--- src/rtl/sliding_window_histogram_ccdf_core_macros.svh ---
// ---------------------------------------------------------------------------
// assertion macros for the sliding window histogram core
// clocked property checks, with and without the reset disable
// ---------------------------------------------------------------------------
`ifndef SLIDING_WINDOW_HISTOGRAM_CCDF_CORE_MACROS_SVH
`define SLIDING_WINDOW_HISTOGRAM_CCDF_CORE_MACROS_SVH

// checked outside reset only
`define SWHC_ASSERT(lbl, prop, msg) \
  lbl: assert property (@(posedge clk_i) disable iff (!rst_ni) (prop)) else $error(msg);

// checked at every edge, reset included
`define SWHC_ASSERT_ALWAYS(lbl, prop, msg) \
  lbl: assert property (@(posedge clk_i) (prop)) else $error(msg);

`endif

--- src/rtl/swhc_ram.sv ---
// ---------------------------------------------------------------------------
// swhc_ram
// generic single write, single read ram with registered read data
// ---------------------------------------------------------------------------
module swhc_ram #(
  parameter int WIDTH = 16,
  parameter int DEPTH = 64
) (
  input  logic                     clk_i,
  input  logic                     we_i,
  input  logic [$clog2(DEPTH)-1:0] waddr_i,
  input  logic [WIDTH-1:0]         wdata_i,
  input  logic [$clog2(DEPTH)-1:0] raddr_i,
  output logic [WIDTH-1:0]         rdata_o
);

  logic [WIDTH-1:0] mem_q [DEPTH];
  logic [WIDTH-1:0] rdata_q;

  always_ff @(posedge clk_i) begin
    if (we_i) begin
      mem_q[waddr_i] <= wdata_i;
    end
    rdata_q <= mem_q[raddr_i];
  end

  assign rdata_o = rdata_q;

endmodule

--- config.mk ---
export PLATFORM = sky130hd
export DESIGN_NAME = swhc_ram
export DESIGN_NICKNAME = d
export VERILOG_FILES = /design/src/rtl/sliding_window_histogram_ccdf_core_macros.svh /design/src/rtl/swhc_ram.sv
export SDC_FILE = /design/constraint.sdc
export NUM_CORES = 1
export LEC_CHECK = 0
export BUFFER_PORTS_ARGS = -buffer_cell sky130_fd_sc_hd__buf_4
export CELL_PAD_IN_SITES_DETAIL_PLACEMENT = 1
export CELL_PAD_IN_SITES_GLOBAL_PLACEMENT = 1
export CORE_MARGIN = 2
export CORE_UTILIZATION = 30
export DETAILED_ROUTE_END_ITERATION = 10
export PLACE_DENSITY = 0.57
export REMOVE_ABC_BUFFERS = 1
export SLEW_MARGIN = 10
export SYNTH_ARGS = -nofsm -noshare
export SYNTH_HDL_FRONTEND = slang
export SYNTH_SLANG_ARGS = --single-unit
--- constraint.sdc ---
create_clock -name clk_i -period 2.5 [get_ports clk_i]
set_clock_uncertainty 0.05 [all_clocks]
set_input_delay 0.25 -clock clk_i [delete_from_list [all_inputs] [get_ports clk_i]]
set_output_delay 0.25 -clock clk_i [all_outputs]
set_load 0.03 [all_outputs]
Word-level counts from Yosys, hierarchy flattened:

Memories as Yosys holds them, arrays and structs flattened. A register that Yosys moved wholly into a read port is not among the register bits.
Index checks and enable logic that the tools add are counted.

* output and inout bits: 16
* memories kept: 1
* RAM bits: 1024
* bits of input ports: 30
* register bits after elaboration: 0

Memory list
* mem_q: words 64, width 16, read ports 1, clocked after Yosys merged registers in 1, write ports 1, RTL line swhc_ram.sv:17 `logic [WIDTH-1:0] mem_q [DEPTH];`

* mux-type cells: 2

Operators with widths (count)
* $mux 1: 2

Longest topological paths before layout:

Gate-level depths: netlist of run 1.

* depth after elaboration: 2
* depth in mapped cells: 10
* gate-level depth less buffers: 5

Worst setup path after synthesis of run 1:

OpenSTA, ideal clock, no wires.

* kind: input to register
* start point: in waddr_i[3]
* end point: mem mem_q[48][0] (enable)
* path buffers: 1
* setup slack: 0.165 ns
* arrival time: 1.876 ns
* stages on the path: 4
* path through: clkbuf_1 > nor2b_1 > nand4b_1 > nor3_1

RTL lines
* start: declaration: RTL line swhc_ram.sv:11 `input logic [$clog2(DEPTH)-1:0] waddr_i,`
* end: declaration: RTL line swhc_ram.sv:17

No word-level cell before the write port.

==> results of run 1 <==
-- report_power, final --
group | leakage (nW) | switching (mW) | internal, mW
clock | 1.72 | 6.56 | 9.29
sequential | 9.35 | 0.0882 | 19.3
combinational | 3.95 | 1.26 | 0.803
total | 15.0 | 7.91 | 29.4
-- stage by stage --
step	cell area (um2)	std cells	utilization	hold slack [ns]	power (mW)
global route	47300	3943	0.356	0.0992	38.5
CTS	47300	3943	0.355	0.0626	37.8
finish	47300	3944	0.356	0.0803	37.3
floorplan	39300	1725	-	0.299	20.5
detailed placement	43700	3739	0.329	0.647	21.9
global placement	43700	3739	0.329	0.657	21.8
-- worst max-delay path, delay by kind of cell, from the launching register on --
| kind | cells | cell delay, ns |
|---|---|---|
| AO/OA/AOI/OAI | 3 | 0.81 |
| buffers and inverters | 2 | 0.39 |
| flip-flops | 1 | 0.36 |
| multiplexers | 2 | 0.67 |
-- sequential cells by signal, indices dropped and copies added (netlist names) --
name     cells
mem_q     1024
rdata_o     16
-- path summary, 6_finish.rpt --
kind | endpoint
worst max-delay path | rdata_o[1]
worst max register to register | rdata_o[1]
worst min-delay path | mem_q[21][4]
worst min register to register | rdata_o[12]
-- cell families (layout without fill, tap and decap cells) --
family | Yosys count | after routing | share of synthesized area
buf+inv | 104 | 450 | 0.0183
mux | 336 | 336 | 0.155
compound gates | 129 | 129 | 0.0241
flops | 1040 | 1040 | 0.776
other cells | 0 | 1 | 0
simple gates | 220 | 220 | 0.0265
-- metal layers --
metal | global-route usage | routed length (um)
met5 | 0 | 54
met4 | 0.0338 | 1910
met3 | 0.0266 | 6530
met2 | 0.251 | 50700
met1 | 0.221 | 46200
-- synthesized netlist by cell type (4+ instances only) --
cell,number,area [um2]
edfxtp_1,1024,30700
a31oi_1,8,50.1
a211oi_1,8,60.1
buf_4,13,97.6
a41oi_1,5,43.8
o21ai_0,5,25.0
mux4_1,4,105
buf_6,17,191
nor2_1,72,270
buf_2,36,180
nand4_1,12,75.1
nand2_1,59,221
a22o_1,6,52.6
clkbuf_1,24,90.1
nor2b_1,30,188
a22oi_1,39,293
a221o_1,6,60.1
a311oi_1,8,70.1
a221oi_1,16,140
a21oi_1,17,85.1
a211o_1,8,70.1
mux4_2,220,4950
buf_12,5,100
mux2_2,27,304
nand3_1,24,120
dfxtp_1,16,320
and4_1,5,43.8
mux2i_1,85,851
-- final cells by class --
class | count | share of cell area
clock inverter | 58 | 0.0111
sequential | 1040 | 0.657
clock buffer | 146 | 0.0633
tap | 1768 | 0.0468
multi-input combinational | 685 | 0.175
antenna | 1 | 0.0000529
timing repair buffer | 246 | 0.0469
==> run summary, run 1 <==
Final WL -> 105 mm
Crit path launch -> mem_q[23][1]
Number of synthesized flops with an enable pin -> 1024
Hold path start -> wdata_i[4]
GP Congestion -> 0.798
Sequential share of the synthesized area -> 0.776
Slew margin rel. -> 0.389
Peak VDD IR -> 0.567 mV
Crit. End Element -> register
RSZ-0062 raised after global routing -> false
IO Pins -> 46
Iter 0 DRT Violations -> 2127
Hold Path Class -> input port to register
Pleak -> 15.0 nW
Resize count post-CTS -> 0
Die height -> 369 um
Fin crit period -> 2.44 ns
Layout cells sized above 1 -> 0.303
Global-route wire length before repair -> 154 mm
Most common cell on crit path -> buf_4
Yosys reg bits -> 1040
Row cnt -> 134
Yosys warnings -> 0
Worst path required time -> 2.98 ns
Worst path max stage delay -> 0.62 ns
CTS hold repair buffers -> 0
Overall Global Routing Usage -> 0.156
Clk sink count -> 1040
Place WS -> -0.403 ns
Reg2Reg Setup Slack -> 0.06 ns
TritonCTS clock tree -> done
Type of origin of the critical path -> register
Setup_tns -> 0 ns
Period utilisation layout -> 0.974
Clk slew on worst S/H paths -> 0.06 ns
Core area -> 133000 um2
Post-CTS Setup Inserts -> 0
Crit-path max FO -> 1
Nets -> 2112
Worst skew pair latency -> 0.68 ns
DR WL/cell -> 26.7 um
Critical path arrival -> 2.91 ns
Syn_area_per_cell -> 21.9 um2
Multi-input logic area -> 8260 um2
Cell variety after synth -> 43
Critical-path top delay cell -> a31oi_1
TritonCTS buffer count -> 109
Status -> finished, final reports clean
DP HPWL -> 64.6 mm
Asr flop ratio synth -> 0
CTS H-tree depth -> 3
Worst R2R Start -> mem_q[23][1]
Total grt overflow -> 0
Port Buffer Count -> 45
Max Clk Rate -> 411 MHz
Root Driver -> clkbuf_16
Setup-failing EPs final -> 0
Die area -> 136000 um2
Max Slew Vio Count -> 0
DR vias -> 19600
DR pass1 iterations -> 5
Main synth FF type -> edfxtp_1
Final ANT Viol Nets -> 0
R2R cell count -> 7
Area grow syn2layout -> 18.1%
Final Hold Viols -> 0
# DRC -> 0
Mapped Area -> 40000 um2
Min-Delay Path Depth -> 1
Vias per inst -> 4.97
Largest net degree at the start of global routing -> 65
Fill cell count -> 12900
Initial Util -> 0.301
Max-cap violations -> 0
Vias in the first global route -> 21000
Worst setup margin -> 0.0649 ns
Register Area -> 31100 um2
Most common cell after layout, fill and taps aside -> edfxtp_1
Slew @ Worst Pin -> 0.917 ns
Most frequent cells in the layout -> edfxtp_1, mux4_2, buf_4
CP cell instances -> mux4_2 > mux2i_1 > buf_4 > a22oi_1 > a31oi_1 > buf_4 > a311oi_1
Max Root-Sink Buffers -> 3
DIE WIDTH -> 369 um
Crit Path Class -> register to register
Initial antenna violation count -> 13
Power Density -> 789 nW/um2
Synth Instances -> 1829
Power figures use the tool's default switching activity.
==> run 2: changes to the inputs <==
GPL_TIMING_DRIVEN = 0   (was not set)
PLACE_DENSITY = 0.47   (was 0.57)
==> run 2 against run 1 <==
  * Maximum frequency fell by 1.1%
  * Core utilization down 0.28 points
  * Setup slack got worse by 0.028 ns
  * Sequential share of layout area up 0.52 points
  * Sequential power about the same
  * Largest power group unchanged
==> run summary, run 2 (synthesis results as in run 1) <==
Crit path max-delay family -> compound AO/OA/AOI/OAI gates
CP cell instances -> buf_12 > buf_16 > mux4_2 > nor2b_1 > a211o_1 > a31oi_2 > a311oi_1
Register Area -> 31100 um2
Worst path required time -> 2.90 ns
Total grt overflow -> 0
Clk slew on worst S/H paths -> 0.06 ns
Die height -> 369 um
Power Density -> 781 nW/um2
Setup-failing EPs final -> 0
GP Congestion -> 0.747
Critical path arrival -> 2.87 ns
Fin cells -> 3824
Worst path max stage delay -> 0.59 ns
FF-to-FF End -> rdata_o[3]
TritonCTS clock tree -> done
Global-route wire length before repair -> 155 mm
Biggest register -> mem_q
Clk sink count -> 1040
DR vias -> 19000
Root Driver -> clkbuf_16
Min-Delay Path Depth -> 2
Status -> finished, final reports clean
Fin crit period -> 2.46 ns
Place WS -> -1.26 ns
Reg2Reg Setup Slack -> 0.05 ns
Vias per inst -> 4.96
Overall Global Routing Usage -> 0.160
Multi-input logic area -> 8590 um2
Iter 0 DRT Violations -> 1505
Max-cap violations -> 0
Final Hold Viols -> 0
Max Slew Vio Count -> 0
Hold Path Class -> input port to register
# DRC -> 0
DR pass1 iterations -> 5
Initial antenna violation count -> 8
Initial Util -> 0.301
Area grow syn2layout -> 17.1%
Port Buffer Count -> 45
Worst skew pair latency -> 0.70 ns
Period utilisation layout -> 0.985
Fill cell count -> 12800
Critical-path top delay cell -> a31oi_2
DR WL/cell -> 28.4 um
Crit. End Element -> register
Placed cell count -> 3612
Flip-flop count of the largest register after layout -> 1024
R2R cell count -> 5
Hold WS -> 0.0454 ns
IO Pins -> 46
Slew @ Worst Pin -> 1.10 ns
Max Root-Sink Buffers -> 3
Vias in the first global route -> 19900
Crit Path Class -> input port to register
Row cnt -> 134
Hold path start -> waddr_i[1]
TritonCTS buffer count -> 108
Most common cell after layout, fill and taps aside -> edfxtp_1
RSZ-0062 raised after global routing -> false
DIE WIDTH -> 369 um
Worst Hold End -> mem_q[49][14]
Largest net degree at the start of global routing -> 84
Final WL -> 109 mm
Nets -> 1990
Type of origin of the critical path -> input port
Most frequent cells in the layout -> edfxtp_1, mux4_2, clkbuf_16
Crit-path max FO -> 48
Worst R2R Start -> mem_q[20][3]
Core area -> 133000 um2
Slew margin rel. -> 0.263
Die area -> 136000 um2
DP HPWL -> 64.6 mm
Buf/Inv on CP -> 2
CTS H-tree depth -> 3
Utilization after layout -> 0.353
Layout cells sized above 1 -> 0.293
Worst setup margin -> 0.0370 ns
Final ANT Viol Nets -> 0
Max Clk Rate -> 406 MHz
Peak VDD IR -> 0.501 mV
Pleak -> 14.4 nW
-- run 2: changes by cell type in the layout (fill, tap and decap cells not counted), moves of 9 or more --
cell      previous run  this run
nor2_1              72         8
buf_4              215        44
buf_8                2        49
buf_12              28         2
clkinv_1            20        29
buf_16               0        13
nor2_2               2        62
buf_6                1        11
-- run 2: worst reg2reg max path, cell delays in order, from the launching register on --
cell,delay (ns)
edfxtp_1,0.38
mux4_2,0.49
mux2i_1,0.31
a22oi_1,0.16
a31oi_2,0.61
a311oi_1,0.21
-- run 2: stage by stage --
step / TNS, ns / cell area [um2] / power (mW)
global placement: -827.35 / 41900 / 21.7
floorplan: 0 / 39300 / 20.5
CTS: 0 / 46800 / 37.1
detailed placement: -114.81 / 43300 / 21.7
finish: 0 / 46900 / 36.6
global route: 0 / 46900 / 37.8
-- run 2: where the power goes --
group          internal [mW]  switching [mW]
Sequential              19.3          0.0349
Clock                   8.55            6.67
Combinational          0.704            1.34
Total                   28.6            8.05
-- run 2: metal layers --
| layer | track usage | vias to the layer above | part of all wire |
|---|---|---|---|
| li1 | - | 7987 | - |
| met1 | 0.229 | 10400 | 0.46 |
| met2 | 0.255 | 429 | 0.47 |
| met3 | 0.0273 | 130 | 0.045 |
| met4 | 0.0385 | 0 | 0.023 |
| met5 | 0 | - | 0 |
-- run 2: what timing repair did --
action | CTS | global route
endpoints found under the hold margin | 5 | 0
cloned | 3 | 0
setup endpoints to repair | 16 | 8
hold buffers | 3 | 0
gates resized for setup | 16 | 9
buffers inserted | 0 | 0
-- run 2: layout make-up --
class | count | share of cell area
multi-input combinational | 685 | 0.183
clock buffer | 138 | 0.0609
tap | 1768 | 0.0472
timing repair buffer | 125 | 0.0366
clock inverter | 60 | 0.00931
antenna | 8 | 0.000427
sequential | 1040 | 0.662
-- run 2: worst max-delay path by stage --
stage	from	endpoint	slack [ns]	depth (start not counted)
after global placement	raddr_i[0]	rdata_o[4]	-5.12	5
after floorplan	we_i	mem_q[48][0]	0.32	3
after CTS	mem_q[18][9]	rdata_o[9]	0.02	5
after global routing	raddr_i[0]	rdata_o[3]	0.001	7
after detailed placement	raddr_i[0]	rdata_o[6]	-1.26	7
final	raddr_i[0]	rdata_o[3]	0.04	7
